### src/rtl/sbs_pkg.sv
// Shared types, constants and byte classes for the sentence boundary splitter.
// No dependencies; used by sbs_rec_if and every module under rtl/.
package sbs_pkg;

  localparam int unsigned POS_BITS   = 20;
  localparam int unsigned COUNT_BITS = 16;

  localparam logic [POS_BITS-1:0]   POS_MAX = '1;
  localparam logic [COUNT_BITS-1:0] CNT_MAX = '1;

  localparam int unsigned FIFO_DEPTH = 8;
  localparam int unsigned FIFO_AW    = $clog2(FIFO_DEPTH);
  localparam int unsigned FIFO_CW    = $clog2(FIFO_DEPTH + 1);
  // Room for the item in the input register and the one being accepted.
  localparam logic [FIFO_CW-1:0] FIFO_ACCEPT_MAX = FIFO_CW'(FIFO_DEPTH - 4);

  localparam logic [7:0] CH_PERIOD = 8'h2E;
  localparam logic [7:0] CH_BANG   = 8'h21;
  localparam logic [7:0] CH_QUEST  = 8'h3F;
  localparam logic [7:0] CH_SPACE  = 8'h20;
  localparam logic [7:0] CH_TAB    = 8'h09;
  localparam logic [7:0] CH_LF     = 8'h0A;
  localparam logic [7:0] CH_CR     = 8'h0D;
  localparam logic [7:0] CH_UPPER_A = 8'h41;
  localparam logic [7:0] CH_UPPER_Z = 8'h5A;

  typedef struct packed {
    logic [7:0] char_byte;
    logic       text_last;
  } char_t;

  typedef struct packed {
    logic [POS_BITS-1:0]   start_pos;
    logic [POS_BITS-1:0]   end_pos;
    logic [COUNT_BITS-1:0] word_count;
    logic                  blank;
    logic                  text_end;
    logic                  run_last;
    logic                  overflow;
  } rec_t;

  // Records produced by one item, in order: rec0 first, rec1 only when cnt is 2.
  typedef struct packed {
    logic [1:0] cnt;
    rec_t       rec0;
    rec_t       rec1;
  } push_t;

  function automatic logic is_trim_space(input logic [7:0] c);
    return (c == CH_SPACE) || (c == CH_TAB) || (c == CH_LF) || (c == CH_CR);
  endfunction

  function automatic logic is_c_space(input logic [7:0] c);
    return (c == CH_SPACE) || ((c >= CH_TAB) && (c <= CH_CR));
  endfunction

  function automatic logic is_punct(input logic [7:0] c);
    return (c == CH_PERIOD) || (c == CH_BANG) || (c == CH_QUEST);
  endfunction

endpackage

### src/rtl/sbs_if.sv
// Valid/ready channel interfaces: text bytes in, sentence records out.
// Depends on sbs_pkg for field widths.
interface sbs_char_if;
  logic       valid;
  logic       ready;
  logic [7:0] char_byte;
  logic       text_last;

  modport source (output valid, char_byte, text_last, input ready);
  modport sink   (input valid, char_byte, text_last, output ready);
endinterface

interface sbs_rec_if;
  import sbs_pkg::*;
  logic                  valid;
  logic                  ready;
  logic [POS_BITS-1:0]   start_pos;
  logic [POS_BITS-1:0]   end_pos;
  logic [COUNT_BITS-1:0] word_count;
  logic                  blank;
  logic                  text_end;
  logic                  run_last;
  logic                  overflow;

  modport source (output valid, start_pos, end_pos, word_count, blank, text_end,
                  run_last, overflow, input ready);
  modport sink   (input valid, start_pos, end_pos, word_count, blank, text_end,
                  run_last, overflow, output ready);
endinterface

### src/rtl/sbs_scan.sv
// Input register and per-byte scanner: segment state, boundary decision, records.
// Depends on sbs_pkg.
module sbs_scan (
  input  logic           clk_i,
  input  logic           rst_ni,
  input  logic           accept_i,
  input  sbs_pkg::char_t char_i,
  output sbs_pkg::push_t push_o
);
  import sbs_pkg::*;

  logic                  in_valid_q;
  char_t                 in_q;

  logic [POS_BITS-1:0]   byte_pos_q, byte_pos_d;
  logic [POS_BITS-1:0]   first_q, first_d;
  logic [POS_BITS-1:0]   last_q, last_d;
  logic                  has_q, has_d;
  logic [COUNT_BITS-1:0] words_q, words_d;
  logic                  inword_q, inword_d;
  logic                  punct_q, punct_d;
  logic                  prev_nl_q, prev_nl_d;
  logic                  ovf_q, ovf_d;
  push_t                 push;

  always_ff @(posedge clk_i or negedge rst_ni) begin
    if (!rst_ni) begin
      in_valid_q <= 1'b0;
    end else begin
      in_valid_q <= accept_i;
    end
  end

  always_ff @(posedge clk_i) begin
    if (accept_i) begin
      in_q <= char_i;
    end
  end

  always_comb begin
    logic [7:0]          c;
    logic [POS_BITS-1:0] pos;
    logic                boundary;
    logic                rec0_en;

    c        = in_q.char_byte;
    pos      = byte_pos_q;
    boundary = 1'b0;
    rec0_en  = 1'b0;

    byte_pos_d = byte_pos_q;
    first_d    = first_q;
    last_d     = last_q;
    has_d      = has_q;
    words_d    = words_q;
    inword_d   = inword_q;
    punct_d    = punct_q;
    prev_nl_d  = prev_nl_q;
    ovf_d      = ovf_q;
    push       = '0;

    if (in_valid_q) begin
      if (byte_pos_q == POS_MAX) begin
        ovf_d = 1'b1;
      end else begin
        byte_pos_d = byte_pos_q + POS_BITS'(1);
      end

      if (punct_q) begin
        if (c != CH_SPACE) begin
          punct_d = 1'b0;
          boundary = ((c >= CH_UPPER_A) && (c <= CH_UPPER_Z)) || (c == CH_LF);
        end
      end else if (prev_nl_q) begin
        boundary = (c == CH_LF);
      end
      prev_nl_d = 1'b0;

      push.rec0.start_pos  = first_q;
      push.rec0.end_pos    = last_q;
      push.rec0.word_count = words_q;
      rec0_en = boundary && has_q;

      if (boundary) begin
        first_d  = '0;
        last_d   = '0;
        has_d    = 1'b0;
        words_d  = '0;
        inword_d = 1'b0;
      end

      if (!is_trim_space(c)) begin
        if (!has_d) begin
          first_d = pos;
        end
        has_d  = 1'b1;
        last_d = pos;
      end

      if (is_c_space(c)) begin
        inword_d = 1'b0;
      end else if (!inword_d) begin
        inword_d = 1'b1;
        if (words_d == CNT_MAX) begin
          ovf_d = 1'b1;
        end else begin
          words_d = words_d + COUNT_BITS'(1);
        end
      end

      if (is_punct(c)) begin
        punct_d = 1'b1;
      end
      if (c == CH_LF) begin
        prev_nl_d = 1'b1;
      end

      push.rec1.start_pos  = has_d ? first_d : '0;
      push.rec1.end_pos    = has_d ? last_d : '0;
      push.rec1.word_count = has_d ? words_d : '0;
      push.rec1.blank      = !has_d;
      push.rec1.text_end   = 1'b1;
      push.rec1.run_last   = 1'b1;
      push.rec1.overflow   = ovf_d;

      push.rec0.blank    = 1'b0;
      push.rec0.text_end = 1'b0;
      push.rec0.run_last = !in_q.text_last;
      push.rec0.overflow = ovf_d;

      // Move the text-end record into the first slot when it is alone.
      if (rec0_en && in_q.text_last) begin
        push.cnt = 2'd2;
      end else if (rec0_en) begin
        push.cnt = 2'd1;
      end else if (in_q.text_last) begin
        push.cnt  = 2'd1;
        push.rec0 = push.rec1;
      end else begin
        push.cnt = 2'd0;
      end

      if (in_q.text_last) begin
        byte_pos_d = '0;
        first_d    = '0;
        last_d     = '0;
        has_d      = 1'b0;
        words_d    = '0;
        inword_d   = 1'b0;
        punct_d    = 1'b0;
        prev_nl_d  = 1'b0;
        ovf_d      = 1'b0;
      end
    end
  end

  always_ff @(posedge clk_i or negedge rst_ni) begin
    if (!rst_ni) begin
      byte_pos_q <= '0;
      first_q    <= '0;
      last_q     <= '0;
      has_q      <= 1'b0;
      words_q    <= '0;
      inword_q   <= 1'b0;
      punct_q    <= 1'b0;
      prev_nl_q  <= 1'b0;
      ovf_q      <= 1'b0;
    end else begin
      byte_pos_q <= byte_pos_d;
      first_q    <= first_d;
      last_q     <= last_d;
      has_q      <= has_d;
      words_q    <= words_d;
      inword_q   <= inword_d;
      punct_q    <= punct_d;
      prev_nl_q  <= prev_nl_d;
      ovf_q      <= ovf_d;
    end
  end

  assign push_o = push;

endmodule

### src/rtl/sbs_outq.sv
// Result queue: takes up to two records per cycle, hands out one per cycle while ready_i is high.
// Depends on sbs_pkg.
module sbs_outq (
  input  logic                           clk_i,
  input  logic                           rst_ni,
  input  sbs_pkg::push_t                 push_i,
  output logic                           valid_o,
  input  logic                           ready_i,
  output sbs_pkg::rec_t                  rec_o,
  output logic [sbs_pkg::FIFO_CW-1:0]    count_o
);
  import sbs_pkg::*;

  rec_t               mem_q [FIFO_DEPTH];
  logic [FIFO_AW-1:0] head_q, head_d;
  logic [FIFO_AW-1:0] tail_q, tail_d;
  logic [FIFO_CW-1:0] count_q, count_d;
  logic               pop;

  assign valid_o = (count_q != '0);
  assign pop     = valid_o && ready_i;
  assign rec_o   = mem_q[head_q];
  assign count_o = count_q;

  always_comb begin
    head_d  = head_q + FIFO_AW'(pop);
    tail_d  = tail_q + FIFO_AW'(push_i.cnt);
    count_d = count_q + FIFO_CW'(push_i.cnt) - FIFO_CW'(pop);
  end

  always_ff @(posedge clk_i) begin
    if (push_i.cnt != 2'd0) begin
      mem_q[tail_q] <= push_i.rec0;
    end
    if (push_i.cnt == 2'd2) begin
      mem_q[tail_q + FIFO_AW'(1)] <= push_i.rec1;
    end
  end

  always_ff @(posedge clk_i or negedge rst_ni) begin
    if (!rst_ni) begin
      head_q  <= '0;
      tail_q  <= '0;
      count_q <= '0;
    end else begin
      head_q  <= head_d;
      tail_q  <= tail_d;
      count_q <= count_d;
    end
  end

endmodule

### src/rtl/sentence_boundary_splitter.sv
// Sentence boundary splitter top level: input channel, scanner, result queue.
// Depends on sbs_pkg, sbs_if, sbs_scan and sbs_outq.
//
// Usage: text enters on in_i one byte per item, text_last high on the final
// byte. Each sentence that is not blank leaves on out_o as one item holding
// the positions of its first and last non-blank byte and its word count; the
// final byte of a text always yields an item with text_end high (blank high
// when only spaces, tabs, LF or CR remained). One byte can yield up to two
// items; run_last marks the last of them.
// Throughput: one byte per cycle while in_i.ready is high. An accepted byte is
// registered in the input register, scanned in the next cycle, and its records
// are written into the result queue, from which out_o presents them in order.
// The output queue holds eight records; in_i.ready drops when five or more
// are waiting, so a stalled receiver stops intake without losing records,
// and intake resumes once the receiver drains the queue to four or fewer.
// Reset clears the scanner state and the queue; the next byte starts a new
// text at position 0.
module sentence_boundary_splitter (
  input  logic      clk_i,
  input  logic      rst_ni,
  sbs_char_if.sink  in_i,
  sbs_rec_if.source out_o
);
  import sbs_pkg::*;

  logic               accept;
  char_t              char_in;
  push_t              push;
  rec_t               rec;
  logic [FIFO_CW-1:0] count;

  assign in_i.ready = (count <= FIFO_ACCEPT_MAX);
  assign accept     = in_i.valid && in_i.ready;

  assign char_in.char_byte = in_i.char_byte;
  assign char_in.text_last = in_i.text_last;

  sbs_scan u_scan (
    .clk_i    (clk_i),
    .rst_ni   (rst_ni),
    .accept_i (accept),
    .char_i   (char_in),
    .push_o   (push)
  );

  sbs_outq u_outq (
    .clk_i   (clk_i),
    .rst_ni  (rst_ni),
    .push_i  (push),
    .valid_o (out_o.valid),
    .ready_i (out_o.ready),
    .rec_o   (rec),
    .count_o (count)
  );

  assign out_o.start_pos  = rec.start_pos;
  assign out_o.end_pos    = rec.end_pos;
  assign out_o.word_count = rec.word_count;
  assign out_o.blank      = rec.blank;
  assign out_o.text_end   = rec.text_end;
  assign out_o.run_last   = rec.run_last;
  assign out_o.overflow   = rec.overflow;

  a_queue_bound: assert property (@(posedge clk_i) disable iff (!rst_ni)
    count <= FIFO_CW'(FIFO_DEPTH))
    else $error("result queue over capacity");

  a_end_is_run_last: assert property (@(posedge clk_i) disable iff (!rst_ni)
    out_o.valid && out_o.text_end |-> out_o.run_last)
    else $error("text end record not last of its byte");

  a_blank_empty: assert property (@(posedge clk_i) disable iff (!rst_ni)
    out_o.valid && out_o.blank |-> (out_o.text_end && out_o.word_count == '0
                                    && out_o.start_pos == '0))
    else $error("blank record carries content");

  a_pair_follows: assert property (@(posedge clk_i) disable iff (!rst_ni)
    out_o.valid && out_o.ready && !out_o.run_last |=> out_o.valid)
    else $error("second record of a byte missing");

endmodule
### src/flat_wrapper.sv
// flat-port wrapper written by rule: the top's interface ports become plain ports
module sentence_boundary_splitter_flat import sbs_pkg::*;
  (clk_i, rst_ni, in_i_valid, in_i_char_byte, in_i_text_last, in_i_ready, out_o_valid, out_o_start_pos, out_o_end_pos, out_o_word_count, out_o_blank, out_o_text_end, out_o_run_last, out_o_overflow, out_o_ready);
  sbs_char_if in_i_i ();
  sbs_rec_if out_o_i ();
  input  logic clk_i;
  input  logic rst_ni;
  input wire logic [$bits(in_i_i.valid)-1:0] in_i_valid;
  input wire logic [$bits(in_i_i.char_byte)-1:0] in_i_char_byte;
  input wire logic [$bits(in_i_i.text_last)-1:0] in_i_text_last;
  output wire logic [$bits(in_i_i.ready)-1:0] in_i_ready;
  output wire logic [$bits(out_o_i.valid)-1:0] out_o_valid;
  output wire logic [$bits(out_o_i.start_pos)-1:0] out_o_start_pos;
  output wire logic [$bits(out_o_i.end_pos)-1:0] out_o_end_pos;
  output wire logic [$bits(out_o_i.word_count)-1:0] out_o_word_count;
  output wire logic [$bits(out_o_i.blank)-1:0] out_o_blank;
  output wire logic [$bits(out_o_i.text_end)-1:0] out_o_text_end;
  output wire logic [$bits(out_o_i.run_last)-1:0] out_o_run_last;
  output wire logic [$bits(out_o_i.overflow)-1:0] out_o_overflow;
  input wire logic [$bits(out_o_i.ready)-1:0] out_o_ready;
  assign in_i_i.valid = in_i_valid;
  assign in_i_i.char_byte = in_i_char_byte;
  assign in_i_i.text_last = in_i_text_last;
  assign in_i_ready = in_i_i.ready;
  assign out_o_valid = out_o_i.valid;
  assign out_o_start_pos = out_o_i.start_pos;
  assign out_o_end_pos = out_o_i.end_pos;
  assign out_o_word_count = out_o_i.word_count;
  assign out_o_blank = out_o_i.blank;
  assign out_o_text_end = out_o_i.text_end;
  assign out_o_run_last = out_o_i.run_last;
  assign out_o_overflow = out_o_i.overflow;
  assign out_o_i.ready = out_o_ready;
  sentence_boundary_splitter u_core (.clk_i(clk_i), .rst_ni(rst_ni), .in_i(in_i_i), .out_o(out_o_i));
endmodule
### config.mk
export PLATFORM = sky130hd
export DESIGN_NAME = sentence_boundary_splitter_flat
export DESIGN_NICKNAME = d
export VERILOG_FILES = /design/src/rtl/sbs_pkg.sv /design/src/rtl/sbs_if.sv /design/src/rtl/sbs_scan.sv /design/src/rtl/sbs_outq.sv /design/src/rtl/sentence_boundary_splitter.sv /design/src/flat_wrapper.sv
export SDC_FILE = /design/constraint.sdc
export NUM_CORES = 1
export LEC_CHECK = 0
export BUFFER_PORTS_ARGS = -buffer_cell sky130_fd_sc_hd__clkbuf_2
export CAP_MARGIN = 20
export CORE_AREA = 5 5 255 257
export CTS_CLUSTER_SIZE = 28
export DETAILED_ROUTE_END_ITERATION = 12
export DIE_AREA = 0 0 260 262
export HOLD_SLACK_MARGIN = 0.05
export PLACE_DENSITY = 0.76
export SKIP_CTS_REPAIR_TIMING = 1
export SYNTH_ARGS = -nofsm -noshare
export SYNTH_HDL_FRONTEND = slang
export SYNTH_HIERARCHICAL = 1
export SYNTH_SLANG_ARGS = --single-unit
### constraint.sdc
create_clock -name clk_i -period 8.55 [get_ports clk_i]
set_input_delay 0 -clock clk_i [delete_from_list [all_inputs] [get_ports clk_i]]
set_output_delay 0 -clock clk_i [all_outputs]
set_load 0.01 [all_outputs]
* Word level (Yosys, flattened, before mapping) *
Memories as Yosys holds them, arrays and structs flattened.
Cells that the tools add are included.

storage, ports and cells
  register bits = 101
  memories kept = 1
  bits in writable memories = 480
  bits of input ports = 13

operators by class
  reduce and logical (&&, ||, !) cells = 18
  mux-type cells = 53
  equal/unequal tests = 12
  add/sub/neg operators = 7
  $lt $le $gt $ge = 5

memories
  memory               depth  width  read ports  clocked after memory_dff  wr ports  RTL line        text
  u_core.u_outq.mem_q  8      60     1           0                         2         sbs_outq.sv:14  rec_t mem_q [FIFO_DEPTH];

operators with widths
  operator                 number
  $mux W20                 11
  $mux W60                 3
  $mux W122                1
  $mux W16                 7
  $eq A8 B6 Y1 const B     4
  $mux W1                  30
  $eq A8 B4 Y1 const B     3
  $add A20 B1 Y20 const B  1
  $eq A20 B20 Y1 const B   1
  $add A16 B1 Y16 const B  1
  $eq A16 B16 Y1 const B   1
  $ge A8 B4 Y1 const B     1
  $ge A8 B7 Y1 const B     1
  $le A8 B4 Y1 const B     1
  $le A8 B7 Y1 const B     1
  $ne A8 B6 Y1 const B     1
  $logic_or A1 B1 Y1       7
  $logic_and A1 B1 Y1      6
  $add A4 B2 Y4            1
  $le A4 B3 Y1 const B     1
  $reduce_bool A4 Y1       1
  $sub A4 B1 Y4            1
  $add A3 B1 Y3            1
  $add A3 B1 Y3 const B    1
  7 further kinds          8

* Depth between registers and ports, before layout *
  word-level depth = 20
  mapped depth = 16
  mapped depth without buffers = 14

* Cells and area by module *
Netlist, hierarchy kept.

modules (own cells, without submodules)
  module                      times used  sequential area each (µm²)  area an instance (µm²)  cells an instance
  sbs_outq                    1           14664.1                     24360.9                 1293
  sbs_scan                    1           2322.2                      6553.8                  827
  sentence_boundary_splitter  1           0.0                         23.8                    3

* Worst setup path before layout *
No wires, ideal clock.

  kind = register to register
  from = register u_core/u_scan/in_q[2] in the netlist's numbering
  to = memory u_core/u_outq/mem_q[1][0] in the netlist's numbering (enable)
  stages on the path, launching flop included = 10
  arrival time = 6.709 ns
  setup time = 0.567 ns
  path buffers = 1
  setup slack = 1.274 ns
  data required time = 7.983 ns
  cells stage by stage = edfxtp_1 > buf_2 > or4_1 > a22oi_2 > o21ai_2 > nand2_1 > ha_1 > nor2_1 > o21ai_0 > o31ai_1

RTL lines
  what                      RTL line        text
  start: declaration        sbs_scan.sv:13  char_t in_q;
  start signal: assignment  sbs_scan.sv:36  in_q <= char_i;
  end: declaration          sbs_outq.sv:14

==> metrics.md <==
| Metric | Value |
|---|---|
| H-tree depth | `2` |
| Req. time, crit path | `9020 ps` |
| Worst R2R Start | `u_core/u_scan/in_q[2]$_DFFE_PP_` |
| Crit path capture type | `flop` |
| Via density | `6.43` |
| Num Clock Sinks | `581` |
| Min Tclk post-route | `5030 ps` |
| Initial antenna violation count | `1` |
| Outcome | `completed` |
| Final layout net count | `2165` |
| Largest net degree at the start of global routing | `87` |
| Slew at the pin closest to its max-slew limit | `1180 ps` |
| PortBufs | `74` |
| Synth cell types | `80` |
| WL final | `78900 µm` |
| Via count | `19500` |
| Rows | `92` |
| Core area | `62500 µm²` |
| CTS Buffer Depth | `3` |
| Register area share after synthesis | `54.9%` |
| Final instance area | `34100 µm²` |
| Seq cells post-synth | `581` |
| Initial Utilization | `49.5%` |
| Area growth from synthesis to layout | `10.1%` |
| FILL cells | `4884` |
| Syn Inst Count | `2123` |
| Synth async-reset ratio | `15.8%` |
| EDFF count, synth | `489` |
| Register area | `17000 µm²` |
| Antenna cell count | `0` |
| Synth Cell Area | `30900 µm²` |
| Synth warn | `6` |
| First-pass GRT wire length | `121000 µm` |
| Top-level port count | `75` |
| Setup violators final | `0` |
| Final Max Tran Viols | `0` |
| Clock skew | `18.4 ps` |
| Die ar. | `68100 µm²` |
| CTS Buf Count | `56` |
| Total gr overflow | `0` |
| WHS | `138 ps` |
| Main synth FF type | `edfxtp_1` |
| Mapped Nets | `2152` |
| TritonCTS clock tree | `done` |
| Achievable Freq | `199 MHz` |
| GP Congestion | `0.906` |
| Worst Path Max Fanout | `45` |
| Overall Global Routing Usage | `22.9%` |
| Worst Setup SP | `u_core/u_scan/in_q[2]$_DFFE_PP_` |
| Multiplexer share of the synthesized area | `28.6%` |
| Drt first pass iters | `6` |
| Placed Area | `32000 µm²` |
| Worst setup SP type | `flop` |
| HP Class | `input pin to flop` |
| Multi-input gate area | `13100 µm²` |
| Worst-path clk slew | `60 ps` |
| Leakage power | `12.6 nW` |
| DIE HEIGHT | `262 µm` |
| Critical Path AT | `5510 ps` |
| Pwr Density | `253 nW/µm²` |
| Clk_lat worst skew | `620 ps` |
| HP Start | `in_i_char_byte[2]` |
| Rel. slew slack | `21.6%` |
| Post-Synth XOR/XNOR Area | `0.728%` |
| RSZ-0062 raised after global routing | `false` |
| Setup TNS | `0 ps` |
| Layout cells sized above 1 | `40.9%` |
| Starting DRC count in detailed routing | `2141` |
| Reg2Reg Setup Slack | `3520 ps` |
| DRC errors left | `0` |
| Post-detail-place hpwl | `45700 µm` |
| Routed len/inst | `26.0 µm` |
| Max-Cap Viols | `0` |
| Clk root buf | `clkbuf_16` |
| Die width | `260 µm` |
| Adder-cell area share of the yosys netlist | `0.696%` |
| WS Path Type | `flop to flop` |
| Compound-Gate Fraction of Synth Area | `6.20%` |
| Simple-Gate Fraction of Synth Area | `5.45%` |
| Avg Cell Area, Syn | `14.6 µm²` |
| Final Core Density | `54.5%` |
| Final-report hold violation count | `0` |
| Final ANT Viol Nets | `0` |
| Peak supply drop | `0.000184 V` |
| Number of global-route vias before repair | `19900` |
| Main combinational cell family by area after synthesis | `multiplexers` |
| Final Cycle Share | `58.9%` |
## logic make-up after synthesis
logic type	after synthesis
XOR/XNOR	24
flip-flops	581
buffers and inverters	229
adder cells (fa/ha/maj)	16
AND/OR/NAND/NOR	331
AO/OA/AOI/OAI	277
multiplexers	665
## synth_stat cells (all sizes together), types with 6 or more instances
| cell type | n | area share, % |
|---|---|---|
| a21o | 6 | 0.15 |
| a21oi | 70 | 1.1 |
| a22o | 48 | 1.4 |
| a22oi | 24 | 0.60 |
| a31oi | 6 | 0.12 |
| a32oi | 13 | 0.37 |
| and2 | 7 | 0.14 |
| and3 | 10 | 0.20 |
| buf | 108 | 2.0 |
| clkbuf | 62 | 0.75 |
| dfrtp | 92 | 7.4 |
| edfxtp | 489 | 47 |
| ha | 14 | 0.57 |
| inv | 59 | 0.72 |
| mux2 | 540 | 20 |
| mux4 | 120 | 8.7 |
| nand2 | 91 | 1.1 |
| nand2b | 8 | 0.16 |
| nand3 | 61 | 0.99 |
| nand4 | 24 | 0.49 |
| nor2 | 66 | 0.82 |
| nor3 | 22 | 0.41 |
| nor4 | 12 | 0.30 |
| o211ai | 8 | 0.19 |
| o21ai | 29 | 0.48 |
| o22ai | 29 | 0.59 |
| o31ai | 6 | 0.15 |
| xnor2 | 13 | 0.39 |
| xor2 | 11 | 0.34 |
## layer usage
metal	vias to the layer above	routed length (µm)	track usage, %
li1	8405	-	-
met1	9932	32600	32.2
met2	959	37100	36.6
met3	177	6460	3.74
met4	2	2760	7.84
met5	-	13	0
## layout make-up
cell class / count / share of cell area (%)
inverters: 59 / 0.650
clock buffers: 75 / 4.51
clock inverters: 30 / 1.03
repair buffers: 125 / 2.41
flip-flops and latches: 581 / 49.9
multi-input cells: 1313 / 38.4
well taps: 846 / 3.11
## registers in the layout (all words and copies together), names as in the netlist
register and cells:
u_core/u_outq/count_o 4, u_core/u_outq/head_q 3, u_core/u_outq/mem_q 480, u_core/u_outq/tail_q 3
u_core/u_scan/byte_pos_q 20, u_core/u_scan/first_q 20, u_core/u_scan/has_q 1, u_core/u_scan/in_q 9
u_core/u_scan/in_valid_q 1, u_core/u_scan/inword_q 1, u_core/u_scan/last_q 20, u_core/u_scan/ovf_q 1
u_core/u_scan/prev_nl_q 1, u_core/u_scan/punct_q 1, u_core/u_scan/words_q 16
## metrics by stage
stage / setup WS (ps) / instances / power [mW]
after global routing: 3330 / 3029 / 8.97
after global placement: 3750 / 2904 / 6.05
final: 3520 / 3029 / 8.60
after floorplan: 1270 / 2123 / 5.22
after detailed placement: 3580 / 2907 / 6.10
after CTS: 3580 / 3012 / 8.66
## layout by cell type, fill, tap and decap left out, types with 13 or more instances in the layout
cell and count:
mux2_1 17, clkbuf_2 73, clkbuf_16 57, mux2_2 523
clkinv_2 15, buf_4 32, edfxtp_1 489, nand4_1 24
nand3_1 61, a22oi_1 23, a22o_1 48, nor2_1 63
a32oi_1 13, nor3_1 20, dlygate4sd3_1 13, a21oi_1 70
mux4_2 120, ha_1 14, o21ai_0 21, o22ai_1 27
dfrtp_1 88, inv_1 58, nand2_1 85
## final timing paths
path	end	cells past startpoint
max	u_core/u_outq/mem_q[2][7]$_DFFE_PP_	14
min	u_core/u_scan/in_q[3]$_DFFE_PP_	2
max reg2reg	u_core/u_outq/mem_q[2][7]$_DFFE_PP_	14
min reg2reg	u_core/u_scan/ovf_q$_DFFE_PN0P_	2
max in group asynchronous	u_core/u_scan/last_q[0]$_DFFE_PN0P_	4
min in group asynchronous	u_core/u_outq/count_o[3]$_DFF_PN0_	4
## worst max-delay path, cell delays in order, from the launching register on
cell	delay (ps)
edfxtp_1	510
or4_1	590
a22oi_2	180
o21a_1	130
buf_4	470
nand2_1	210
inv_1	100
ha_1	230
nand2_1	100
nor4_2	520
nand2_1	350
nand4_1	270
a21oi_1	110
o21ai_0	800
mux2_2	300
## power by group
| group | switching, mW | internal [mW] |
|---|---|---|
| logic | 1.38 | 1.11 |
| clock network | 1.09 | 1.48 |
| registers | 0.311 | 3.24 |
| total | 2.77 | 5.83 |
Power figures use the tool's default switching activity.
